**config.mk**
```make
export PLATFORM = sky130hd
export DESIGN_NAME = tdm_timeslot_allocator
export DESIGN_NICKNAME = d
export VERILOG_FILES = /design/src/rtl/tdmsa_pkg.sv /design/src/rtl/tdmsa_map.sv /design/src/rtl/tdm_timeslot_allocator.sv
export SDC_FILE = /design/constraint.sdc
export NUM_CORES = 2
export LEC_CHECK = 0
export BUFFER_PORTS_ARGS = -buffer_cell sky130_fd_sc_hd__clkbuf_2
export CAP_MARGIN = 20
export CORE_MARGIN = 10
export CORE_UTILIZATION = 29
export DETAILED_ROUTE_END_ITERATION = 10
export PLACE_DENSITY = 0.47
export SYNTH_ARGS = -nofsm -noshare
export SYNTH_HDL_FRONTEND = slang
export SYNTH_SLANG_ARGS = --single-unit
```
**constraint.sdc**
```tcl
create_clock -name clk -period 9.8 [get_ports clk]
set_clock_uncertainty 0.05 [all_clocks]
set_input_delay 0 -clock clk [delete_from_list [all_inputs] [get_ports clk]]
set_output_delay 0 -clock clk [all_outputs]
set_load 0.02 [all_outputs]
```
**src/rtl/tdmsa_pkg.sv**
```systemverilog
// ----------------------------------------------------------------------------
// tdmsa_pkg
// Shared types, constants and helpers of the TDM timeslot allocator.
// ----------------------------------------------------------------------------
package tdmsa_pkg;

  // pool geometry: slot index = {stream, timeslot}
  localparam int STREAMS          = 32;
  localparam int SLOTS_PER_STREAM = 128;
  localparam int STREAM_W         = 5;
  localparam int TS_W             = 7;
  localparam int POOL_SIZE        = STREAMS * SLOTS_PER_STREAM;
  localparam int IDX_W            = $clog2(POOL_SIZE);

  // busy map storage: one 64-bit word per row
  localparam int WORD_W  = 64;
  localparam int BIT_W   = $clog2(WORD_W);
  localparam int WORDS   = POOL_SIZE / WORD_W;
  localparam int WADDR_W = $clog2(WORDS);
  localparam int CNT_W   = $clog2(WORDS + 1);
  localparam int USE_W   = 13;

  // operation codes
  localparam logic [1:0] OP_ALLOC   = 2'd0;
  localparam logic [1:0] OP_FREE    = 2'd1;
  localparam logic [1:0] OP_RESERVE = 2'd2;

  // status codes
  localparam logic [1:0] ST_OK       = 2'd0;
  localparam logic [1:0] ST_FULL     = 2'd1;
  localparam logic [1:0] ST_BUSY     = 2'd2;
  localparam logic [1:0] ST_NOT_BUSY = 2'd3;

  typedef enum logic [1:0] {
    S_IDLE,
    S_SCAN,
    S_CHECK
  } state_t;

  typedef struct packed {
    logic [1:0]          operation;
    logic [STREAM_W-1:0] stream;
    logic [TS_W-1:0]     timeslot;
  } req_t;

  typedef struct packed {
    logic [1:0]          status;
    logic [STREAM_W-1:0] granted_stream;
    logic [TS_W-1:0]     granted_timeslot;
    logic [USE_W-1:0]    slots_in_use;
  } rsp_t;

  typedef struct packed {
    logic               en;
    logic [WADDR_W-1:0] addr;
  } map_rd_t;

  typedef struct packed {
    logic               en;
    logic [WADDR_W-1:0] addr;
    logic [WORD_W-1:0]  data;
  } map_wr_t;

  typedef struct packed {
    logic             found;
    logic [BIT_W-1:0] pos;
  } ffz_t;

  // lowest clear bit of a word
  function automatic ffz_t find_free(input logic [WORD_W-1:0] w);
    ffz_t r;
    r = '0;
    for (int i = WORD_W - 1; i >= 0; i--) begin
      if (!w[i]) begin
        r.found = 1'b1;
        r.pos   = BIT_W'(i);
      end
    end
    return r;
  endfunction

endpackage

```
**src/rtl/tdmsa_map.sv**
```systemverilog
// ----------------------------------------------------------------------------
// tdmsa_map
// Busy map storage: one write and one registered read port per cycle, with a
// valid bit per row so that an unwritten row reads as all free.
// ----------------------------------------------------------------------------
module tdmsa_map
  import tdmsa_pkg::*;
(
  input  logic              clk,
  input  logic              rst,
  input  map_rd_t           rd,
  output logic [WORD_W-1:0] rd_data,
  input  map_wr_t           wr
);

  logic [WORD_W-1:0] mem [WORDS];
  logic [WORDS-1:0]  row_valid;

  always_ff @(posedge clk) begin
    if (wr.en) begin
      mem[wr.addr] <= wr.data;
    end
  end

  always_ff @(posedge clk) begin
    if (rst) begin
      row_valid <= '0;
    end else if (wr.en) begin
      row_valid[wr.addr] <= 1'b1;
    end
  end

  always_ff @(posedge clk) begin
    if (rd.en) begin
      rd_data <= row_valid[rd.addr] ? mem[rd.addr] : '0;
    end
  end

endmodule

```
**src/rtl/tdm_timeslot_allocator.sv**
```systemverilog
// ----------------------------------------------------------------------------
// tdm_timeslot_allocator
// Next-fit allocator for a pool of 32 x 128 TDM bus timeslots.
// ----------------------------------------------------------------------------
// The block keeps one busy bit per (stream, timeslot) slot in a 64 x 64-bit
// map and a count of busy slots, and serves one request at a time. Allocate
// scans the map from a rotating pointer, one 64-bit word per cycle through a
// single find-first-free unit, and wraps around; it takes the first free slot,
// returns its stream and timeslot and moves the pointer just past it. A full
// pool answers "no free slot" and leaves the pointer alone. Free and reserve
// act on the named slot after one map read. An allocate visits 1 to 65 map
// words (the start word is seen twice when the search wraps all the way), and
// free, reserve and the unused operation code each read one map word. The
// response sits in an output register, so a request can be taken while the
// previous response waits; a new response stalls only if the old one is still
// pending. The busy map is all free right after reset, with no clearing pass.
// ----------------------------------------------------------------------------
module tdm_timeslot_allocator
  import tdmsa_pkg::*;
(
  input  logic clk,
  input  logic rst,
  input  logic req_valid,
  output logic req_ready,
  input  req_t req,
  output logic rsp_valid,
  input  logic rsp_ready,
  output rsp_t rsp
);

  state_t state, state_next;

  // latched request
  logic [1:0]         op;
  logic [IDX_W-1:0]   req_idx;
  logic               in_range;

  // search context
  logic [BIT_W-1:0]   start_bit;
  logic [WADDR_W-1:0] eval_word;
  logic [CNT_W-1:0]   word_cnt;
  logic [IDX_W-1:0]   ptr, ptr_next;
  logic [USE_W-1:0]   use_count, use_next;

  // map port
  map_rd_t            map_rd;
  map_wr_t            map_wr;
  logic [WORD_W-1:0]  rd_data;

  logic               accept;
  logic               can_finish;
  logic               finish;
  rsp_t               res;
  logic [IDX_W-1:0]   req_slot;
  logic               req_fits;
  logic [WORD_W-1:0]  low_mask;
  logic [WORD_W-1:0]  word_eff;
  ffz_t               hit;
  logic [IDX_W-1:0]   hit_idx;
  logic [IDX_W:0]     hit_inc;
  logic               full;
  logic               req_bit;
  logic [WADDR_W-1:0] word_inc;

  tdmsa_map u_map (
    .clk     (clk),
    .rst     (rst),
    .rd      (map_rd),
    .rd_data (rd_data),
    .wr      (map_wr)
  );

  // handshake
  assign req_ready  = (state == S_IDLE);
  assign accept     = req_valid && req_ready;
  // a finished response may load when the output register is free or draining
  assign can_finish = !rsp_valid || rsp_ready;

  // named slot of the incoming request and its range check
  assign req_slot = {req.stream, req.timeslot};
  assign req_fits = ({1'b0, req.stream} < (STREAM_W + 1)'(STREAMS)) &&
                    ({1'b0, req.timeslot} < (TS_W + 1)'(SLOTS_PER_STREAM));

  // shared search unit: first visit of the start word hides bits before the pointer
  assign low_mask = (WORD_W'(1) << start_bit) - WORD_W'(1);
  assign word_eff = rd_data | ((word_cnt == '0) ? low_mask : '0);
  assign hit      = find_free(word_eff);
  assign hit_idx  = {eval_word, hit.pos};
  assign hit_inc  = {1'b0, hit_idx} + (IDX_W + 1)'(1);
  // start word seen again after a full lap with nothing free
  assign full     = !hit.found && (word_cnt == CNT_W'(WORDS));
  assign word_inc = (eval_word == WADDR_W'(WORDS - 1)) ? '0 : eval_word + WADDR_W'(1);

  // busy bit of the named slot
  assign req_bit = rd_data[req_idx[BIT_W-1:0]];

  // next state
  always_comb begin
    state_next = state;
    unique case (state)
      S_IDLE: begin
        if (accept) begin
          state_next = (req.operation == OP_ALLOC) ? S_SCAN : S_CHECK;
        end
      end
      S_SCAN: begin
        if ((hit.found || full) && can_finish) begin
          state_next = S_IDLE;
        end
      end
      S_CHECK: begin
        if (can_finish) begin
          state_next = S_IDLE;
        end
      end
      default: state_next = S_IDLE;
    endcase
  end

  // map accesses and response
  always_comb begin
    map_rd   = '0;
    map_wr   = '0;
    finish   = 1'b0;
    res      = '0;
    ptr_next = ptr;
    use_next = use_count;
    unique case (state)
      S_IDLE: begin
        map_rd.en   = accept;
        map_rd.addr = (req.operation == OP_ALLOC) ? ptr[IDX_W-1:BIT_W]
                                                  : req_slot[IDX_W-1:BIT_W];
      end
      S_SCAN: begin
        if (hit.found) begin
          if (can_finish) begin
            finish      = 1'b1;
            map_wr.en   = 1'b1;
            map_wr.addr = eval_word;
            map_wr.data = rd_data | (WORD_W'(1) << hit.pos);
            use_next    = use_count + USE_W'(1);
            // wrap past the last slot of the pool
            ptr_next    = (hit_inc == (IDX_W + 1)'(POOL_SIZE)) ? '0 : hit_inc[IDX_W-1:0];
            res.status           = ST_OK;
            res.granted_stream   = hit_idx[IDX_W-1:TS_W];
            res.granted_timeslot = hit_idx[TS_W-1:0];
          end
        end else if (full) begin
          finish     = can_finish;
          res.status = ST_FULL;
        end else begin
          // next word of the lap
          map_rd.en   = 1'b1;
          map_rd.addr = word_inc;
        end
      end
      S_CHECK: begin
        finish = can_finish;
        case (op)
          OP_FREE: begin
            if (in_range && req_bit) begin
              map_wr.en   = can_finish;
              map_wr.addr = req_idx[IDX_W-1:BIT_W];
              map_wr.data = rd_data & ~(WORD_W'(1) << req_idx[BIT_W-1:0]);
              if (use_count != '0) begin
                use_next = use_count - USE_W'(1);
              end
              res.status = ST_OK;
            end else begin
              res.status = ST_NOT_BUSY;
            end
          end
          OP_RESERVE: begin
            if (in_range && !req_bit) begin
              map_wr.en   = can_finish;
              map_wr.addr = req_idx[IDX_W-1:BIT_W];
              map_wr.data = rd_data | (WORD_W'(1) << req_idx[BIT_W-1:0]);
              use_next    = use_count + USE_W'(1);
              res.status           = ST_OK;
              res.granted_stream   = req_idx[IDX_W-1:TS_W];
              res.granted_timeslot = req_idx[TS_W-1:0];
            end else begin
              res.status = ST_BUSY;
            end
          end
          // unused operation code: no change
          default: res.status = ST_OK;
        endcase
      end
      default: ;
    endcase
    res.slots_in_use = use_next;
  end

  // control state
  always_ff @(posedge clk) begin
    if (rst) begin
      state     <= S_IDLE;
      ptr       <= '0;
      use_count <= '0;
      rsp_valid <= 1'b0;
    end else begin
      state <= state_next;
      if (finish) begin
        ptr       <= ptr_next;
        use_count <= use_next;
        rsp_valid <= 1'b1;
      end else if (rsp_ready) begin
        rsp_valid <= 1'b0;
      end
    end
  end

  // request and search context
  always_ff @(posedge clk) begin
    if (accept) begin
      op        <= req.operation;
      req_idx   <= req_slot;
      in_range  <= req_fits;
      start_bit <= ptr[BIT_W-1:0];
      eval_word <= map_rd.addr;
      word_cnt  <= '0;
    end else if (map_rd.en) begin
      eval_word <= word_inc;
      word_cnt  <= word_cnt + CNT_W'(1);
    end
  end

  // response register
  always_ff @(posedge clk) begin
    if (finish) begin
      rsp <= res;
    end
  end

`ifndef SYNTHESIS
  // the count of busy slots never passes the pool size
  a_use_bound: assert property (@(posedge clk) disable iff (rst)
    rsp_valid |-> (rsp.slots_in_use <= USE_W'(POOL_SIZE)))
    else $error("slots_in_use above pool size");

  // a failed request never names a slot
  a_no_grant: assert property (@(posedge clk) disable iff (rst)
    (rsp_valid && (rsp.status != ST_OK)) |->
      ((rsp.granted_stream == '0) && (rsp.granted_timeslot == '0)))
    else $error("grant fields set on failed request");

  // an accepted request always leaves idle
  a_busy_after_accept: assert property (@(posedge clk) disable iff (rst)
    accept |=> (state != S_IDLE))
    else $error("sequencer stayed idle after accept");

  // the lap counter never runs past one full wrap
  a_lap_bound: assert property (@(posedge clk) disable iff (rst)
    (state == S_SCAN) |-> (word_cnt <= CNT_W'(WORDS)))
    else $error("search ran past one lap");
`endif

endmodule
```
* Word level (Yosys, flattened, before mapping)
Memory sizes are Yosys's and may differ from the RTL's. A register that Yosys moved wholly into a read port is not among the register bits.
Cells that the tools add are included.
** Cells by class
- Multiplexer cells :: 115
- Magnitude comparators :: 4
- Shift operators :: 3
- Bitwise gates (word level) :: 6
- Equal/unequal tests :: 10
- Add/subtract/negate cells :: 6
- Reduce and logical (&&, ||, !) cells :: 17
** Operator list (number)
- 7-bit 2-to-1 mux :: 66
- 71-bit 2-to-1 mux :: 4
- 71-bit one-hot mux with 2 select lines :: 2
- 64-bit bitwise OR :: 4
- 1-bit by 6-bit left shift with 64-bit output (first input constant) :: 3
- 13-bit 2-to-1 mux :: 5
- 64-bit AND :: 1
- 64-bit 2-to-1 mux :: 1
- 64-bit NOT :: 1
- 64-bit by 2-bit subtractor with 64-bit output (second input constant) :: 1
- 12-bit 2-to-1 mux :: 5
- 13-bit one-hot mux with 2 select lines :: 2
- 14-bit one-hot mux with 2 select lines :: 1
- 6-bit 2-to-1 mux :: 4
- 6-bit by 7-bit < comparator with 1-bit output (second input constant) :: 3
- 2-bit 2-to-1 mux :: 7
- 7-bit one-hot mux with 2 select lines :: 1
- 12-bit by 1-bit adder with 13-bit output (second input constant) :: 1
- 13-bit by 1-bit adder with 13-bit output (second input constant) :: 1
- 13-bit equality test (second input constant) :: 1
- 13-bit nonzero test :: 1
- 13-bit by 1-bit subtractor with 13-bit output (second input constant) :: 1
- 1-bit binary-select mux with 6-bit select :: 2
- 1-bit 2-to-1 mux :: 11
- other kinds (21) :: 32
** Word-level totals
- Memories :: 1
- Register bits :: 152
- Input port bits :: 18
- Word-level logic and storage cells :: 176
- Bits in writable memories :: 4096
** Memories
- u_map.mem :: words 64, width 64, rd ports 1, clocked after memory_dff 1, wr ports 1, line tdmsa_map.sv:16 : logic [WORD_W-1:0] mem [WORDS];

* Logic depth before layout (Yosys ltp)
- Word-level depth :: 78
- Gate-level depth with buffers :: 26

* Cells and area by module
Synthesis repeated with hierarchy kept, for this count alone.
** Unflattened totals
- Cells, all modules :: 8934
- Area, all modules :: 171869.8 um2
** Modules (own cells, without submodules)
- tdmsa_map :: cells each 7427, area an instance 160729.2 um2, seq. area each 126201.0 um2, times used 1
- tdm_timeslot_allocator :: cells each 1507, area an instance 11140.7 um2, seq. area each 2292.2 um2, times used 1

* Worst setup path after synthesis
OpenSTA, ideal clock, no wires.
- Path kind :: register -> register
- Start point :: reg start_bit[1]
- End point :: mem u_map.mem[16][0], enable pin
- Arrival time :: 7413 ps
- Library setup time :: 487 ps
- Required time :: 9263 ps
- Path buffers :: 7
- Cell stages (with the launch flop) :: 20
- Slack :: 1851 ps
- Cells stage by stage :: edfxtp_1 > clkbuf_1 > clkbuf_1 > clkbuf_1 > nand3b_1 > ha_1 > buf_2 > clkbuf_1 > o21ai_0 > mux2i_1 > o2111ai_1 > nor4_2 > nand4_4 > buf_2 > o21ai_0 > nor3_1 > clkbuf_1 > a22oi_1 > nand3_1 > nor2_1
** On the way
- Cells in the longest elaborated chain, start to end :: 72
** RTL lines
- from (decl) :: line tdm_timeslot_allocator.sv:39 : logic [BIT_W-1:0] start_bit;
- from (signal assigned) :: line tdm_timeslot_allocator.sv:220 : start_bit <= ptr[BIT_W-1:0];
- 1-bit by 6-bit left shift with 64-bit output (*) :: line tdm_timeslot_allocator.sv:85 : assign low_mask = (WORD_W'(1) << start_bit) - WORD_W'(1);
- 64-bit by 2-bit subtractor with 64-bit output (*) :: line tdm_timeslot_allocator.sv:85
- 64-bit 2-to-1 mux (*) :: line tdm_timeslot_allocator.sv:86 : assign word_eff = rd_data | ((word_cnt == '0) ? low_mask : '0);
- 64-bit bitwise OR (*) :: line tdm_timeslot_allocator.sv:86
- 7-bit 2-to-1 mux (63 in a row) :: line tdmsa_pkg.sv:74 : if (!w[i]) begin
- 7-bit 2-to-1 mux (*) :: line tdmsa_pkg.sv:74
- 71-bit 2-to-1 mux (*) :: line tdm_timeslot_allocator.sv:135 : if (hit.found) begin
- 71-bit one-hot mux with 2 select lines (*) :: line tdm_timeslot_allocator.sv:128 : unique case (state)
- 1-bit 2-to-1 mux :: line tdmsa_map.sv:20 : if (wr.en) begin
- 1-bit 2-to-1 mux (not written as such) :: line tdmsa_map.sv:21 : mem[wr.addr] <= wr.data;
- to (decl) :: line tdmsa_map.sv:16
Mark *: on every way between the ends. The rest lies on a longest branch, timed or not.

==> impl_metrics.json <==
{
  "layout_setup_ws_ns": 1.42,
  "power_leakage_uw": 0.0661,
  "end_kind": "flip-flop",
  "vias_per_cell": 5.32,
  "grt-ovfl-total": 0,
  "hold-path-endpoint": "rsp_valid",
  "gp_congestion": 0.897,
  "synth_seq_cells": 4312,
  "worst_pin_slew_ns": 1.14,
  "die_h_um": 797,
  "place_hpwl_um": 336000,
  "fmax_mhz": 119,
  "layout-drive-gt1-share": 0.0944,
  "cts_made_buffers": 448,
  "drc": 0,
  "cts_setup_buffers": 0,
  "holdCritStartpoint": "rsp_ready",
  "synth_nets": 13897,
  "worst_setup_path_start_kind": "flip-flop",
  "tns_ns": 0,
  "grt_pass1_vias": 110348,
  "start_util": 0.291,
  "setup_viol": 0,
  "yosysSeqAreaShare": 0.733,
  "area_growth_pct": 15.9,
  "postRouteAntennaNets": 0,
  "reg2reg_to": "u_map.mem[54][11]",
  "h-tree-depth": 5,
  "fin_crit_ns": 8.38,
  "slowest_stage": "ha_1",
  "grt_use_total": 0.198,
  "period_share": 0.855,
  "nets": 13953,
  "critPathTopFamily": "compound AO/OA/AOI/OAI gates",
  "cts_tree": "built",
  "drv_slew": 0,
  "critical_path_class": "reg2reg",
  "worst_skew_pair.late_latency_ns": 1.08,
  "dp_cells": 21465,
  "ys.flop_type": "edfxtp_1",
  "cpPeakStageDelay_ns": 0.81,
  "ctsLongestPathBuffers": 4,
  "cp_num_buf_inv": 3,
  "yosys_warnings": 0,
  "totalPowerFinal_uw": 41500,
  "grt_pass1_wl_um": 907000,
  "hp-class": "in2reg",
  "routedWlPerCell_um": 29.4,
  "power_density_nw_per_um2": 204,
  "final_cells": 22336,
  "cp.arrival_ns": 9.19,
  "cp.depth": 20,
  "portBuffers": 46,
  "cts.clk_slew.worst_paths_ns": 0.07,
  "status": "completed",
  "hold_viol": 0,
  "rsz0062_at_grt": "false",
  "first_iter_violations": 14988,
  "final_cell_mix": "4,213 x edfxtp_1, 3,926 x nand2_1, 2,420 x nand3_1",
  "core_um2": 602000,
  "syn_area_um2": 175000,
  "ir_worst_vdd_v": 0.000166,
  "grt_max_degree": 167,
  "cap_violations": 0,
  "final_common_cell": "edfxtp_1",
  "synth_edf_count": 4213,
  "cts_num_sinks": 4312,
  "yosysUniqueCellTypes": 103,
  "rr_startpoint": "start_bit[5]",
  "ios": 47,
  "rrSetupSlack_ns": 1.42,
  "dr.pass1.iters": 8,
  "path_cells": "buf_4 -> nor2_1 -> nand3_1 -> ha_1 -> buf_4 -> and2_1 -> a22o_1 -> a31o_2 -> a211oi_1 -> a21boi_0 -> o31ai_1 -> a31oi_1 -> o21ai_0 -> a21oi_1 -> nor3_1 -> ha_1 -> ha_1 -> a21oi_1 -> o22ai_4 -> buf_4",
  "synth.avg_cell_area_um2": 12.6,
  "totalWireLength_um": 657000,
  "synthCells": 13862,
  "reg2reg_depth": 20,
  "die_w_um": 797,
  "vias": 118829,
  "pre_cts_ws_ns": 1.71,
  "async_reset_ff_frac": 0,
  "hold_depth": 4,
  "crit_required_ns": 10.61,
  "worstPathMaxFanout": 35,
  "antenna_found_initial": 30,
  "root_buffer": "clkbuf_16",
  "dieArea_um2": 636000,
  "max_slew_margin": 0.243,
  "num_rows": 285
}
Yosys cell counts (84+ instances only):
master / count / area [µm²]
nand2_1: 3928 / 14700
edfxtp_1: 4213 / 127000
a21oi_1: 198 / 991
buf_2: 223 / 1120
dfxtp_1: 99 / 1980
and3_1: 84 / 526
nand4_1: 158 / 988
nor2_1: 319 / 1200
a31oi_1: 177 / 1110
nand3_1: 2420 / 12100
clkbuf_1: 616 / 2310
a32oi_1: 196 / 1720
mux2i_1: 253 / 2530
buf_1: 86 / 323
per-layer routing:
metal,GRT usage,wire length (µm),vias up
met5,0,36,-
met4,0.0609,21500,6
met3,0.0301,51200,969
met2,0.311,299000,5213
met1,0.282,285000,61374
li1,-,-,51267
cell families after synthesis:
| kind of cell | after synthesis | share of synthesized area |
|---|---|---|
| and+or+nand+nor | 7163 | 0.179 |
| DFF | 4312 | 0.733 |
| adders and majority gates | 17 | 0.00121 |
| muxes | 280 | 0.0175 |
| AOI/OAI and AO/OA | 1074 | 0.0438 |
| xor gates and xnor gates | 45 | 0.00225 |
| buffers and inverters | 971 | 0.0225 |
state kept, by name, indices dropped and copies added (netlist names), 6 cells and up:
signal / count
use_count: 13
u_map.mem: 4096
start_bit: 6
u_map.rd_data: 64
u_map.row_valid: 64
rsp: 27
word_cnt: 7
eval_word: 6
req_idx: 12
ptr: 12
worst max path at each step:
stage	start	end	slack, ns
6_report	start_bit[5]	u_map.mem[54][11]	1.42
2_1_floorplan	start_bit[1]	u_map.mem[16][0]	1.85
5_1_grt	start_bit[5]	u_map.mem[54][11]	0.99
3_5_place_dp	start_bit[5]	u_map.mem[50][59]	1.71
4_1_cts	start_bit[5]	u_map.mem[50][59]	1.64
3_3_place_gp	start_bit[5]	u_map.mem[63][56]	1.56
through the flow:
step	instance area, µm²	hold slack (ns)	util
6_report	203000	0.102	0.337
5_1_grt	203000	0.145	0.337
4_1_cts	203000	0.0245	0.337
3_5_place_dp	189000	0.130	0.313
3_3_place_gp	188000	0.132	0.313
2_1_floorplan	175000	0.0489	-
tightest hold or removal path, cell delays in order:
cell	delay (ns)
dlygate4sd3_1	0.53
clkbuf_2	0.09
nand2b_1	0.42
a21oi_1	0.12
area by class of cell:
class | count | area (µm²)
clock buffer | 550 | 11700
fill | 59029 | 399000
clock inverter | 267 | 2320
sequential | 4312 | 128000
timing repair buffer | 535 | 6030
inverter | 42 | 159
antenna | 15 | 37.5
tap | 8036 | 10100
multi-input combinational | 8579 | 44300
power by group:
group / internal (µW) / switching [µW] / total (µW)
clock: 9190 / 7450 / 16600
combinational: 1220 / 3250 / 4480
sequential: 20100 / 209 / 20400
total: 30600 / 10900 / 41500
repair_timing:
action	CTS	global route
endpoints found under the setup margin	0	0
gates resized for setup	0	0
hold buffers	33	0
hold endpoints to repair	116	0
Power figures use the tool's default switching activity.
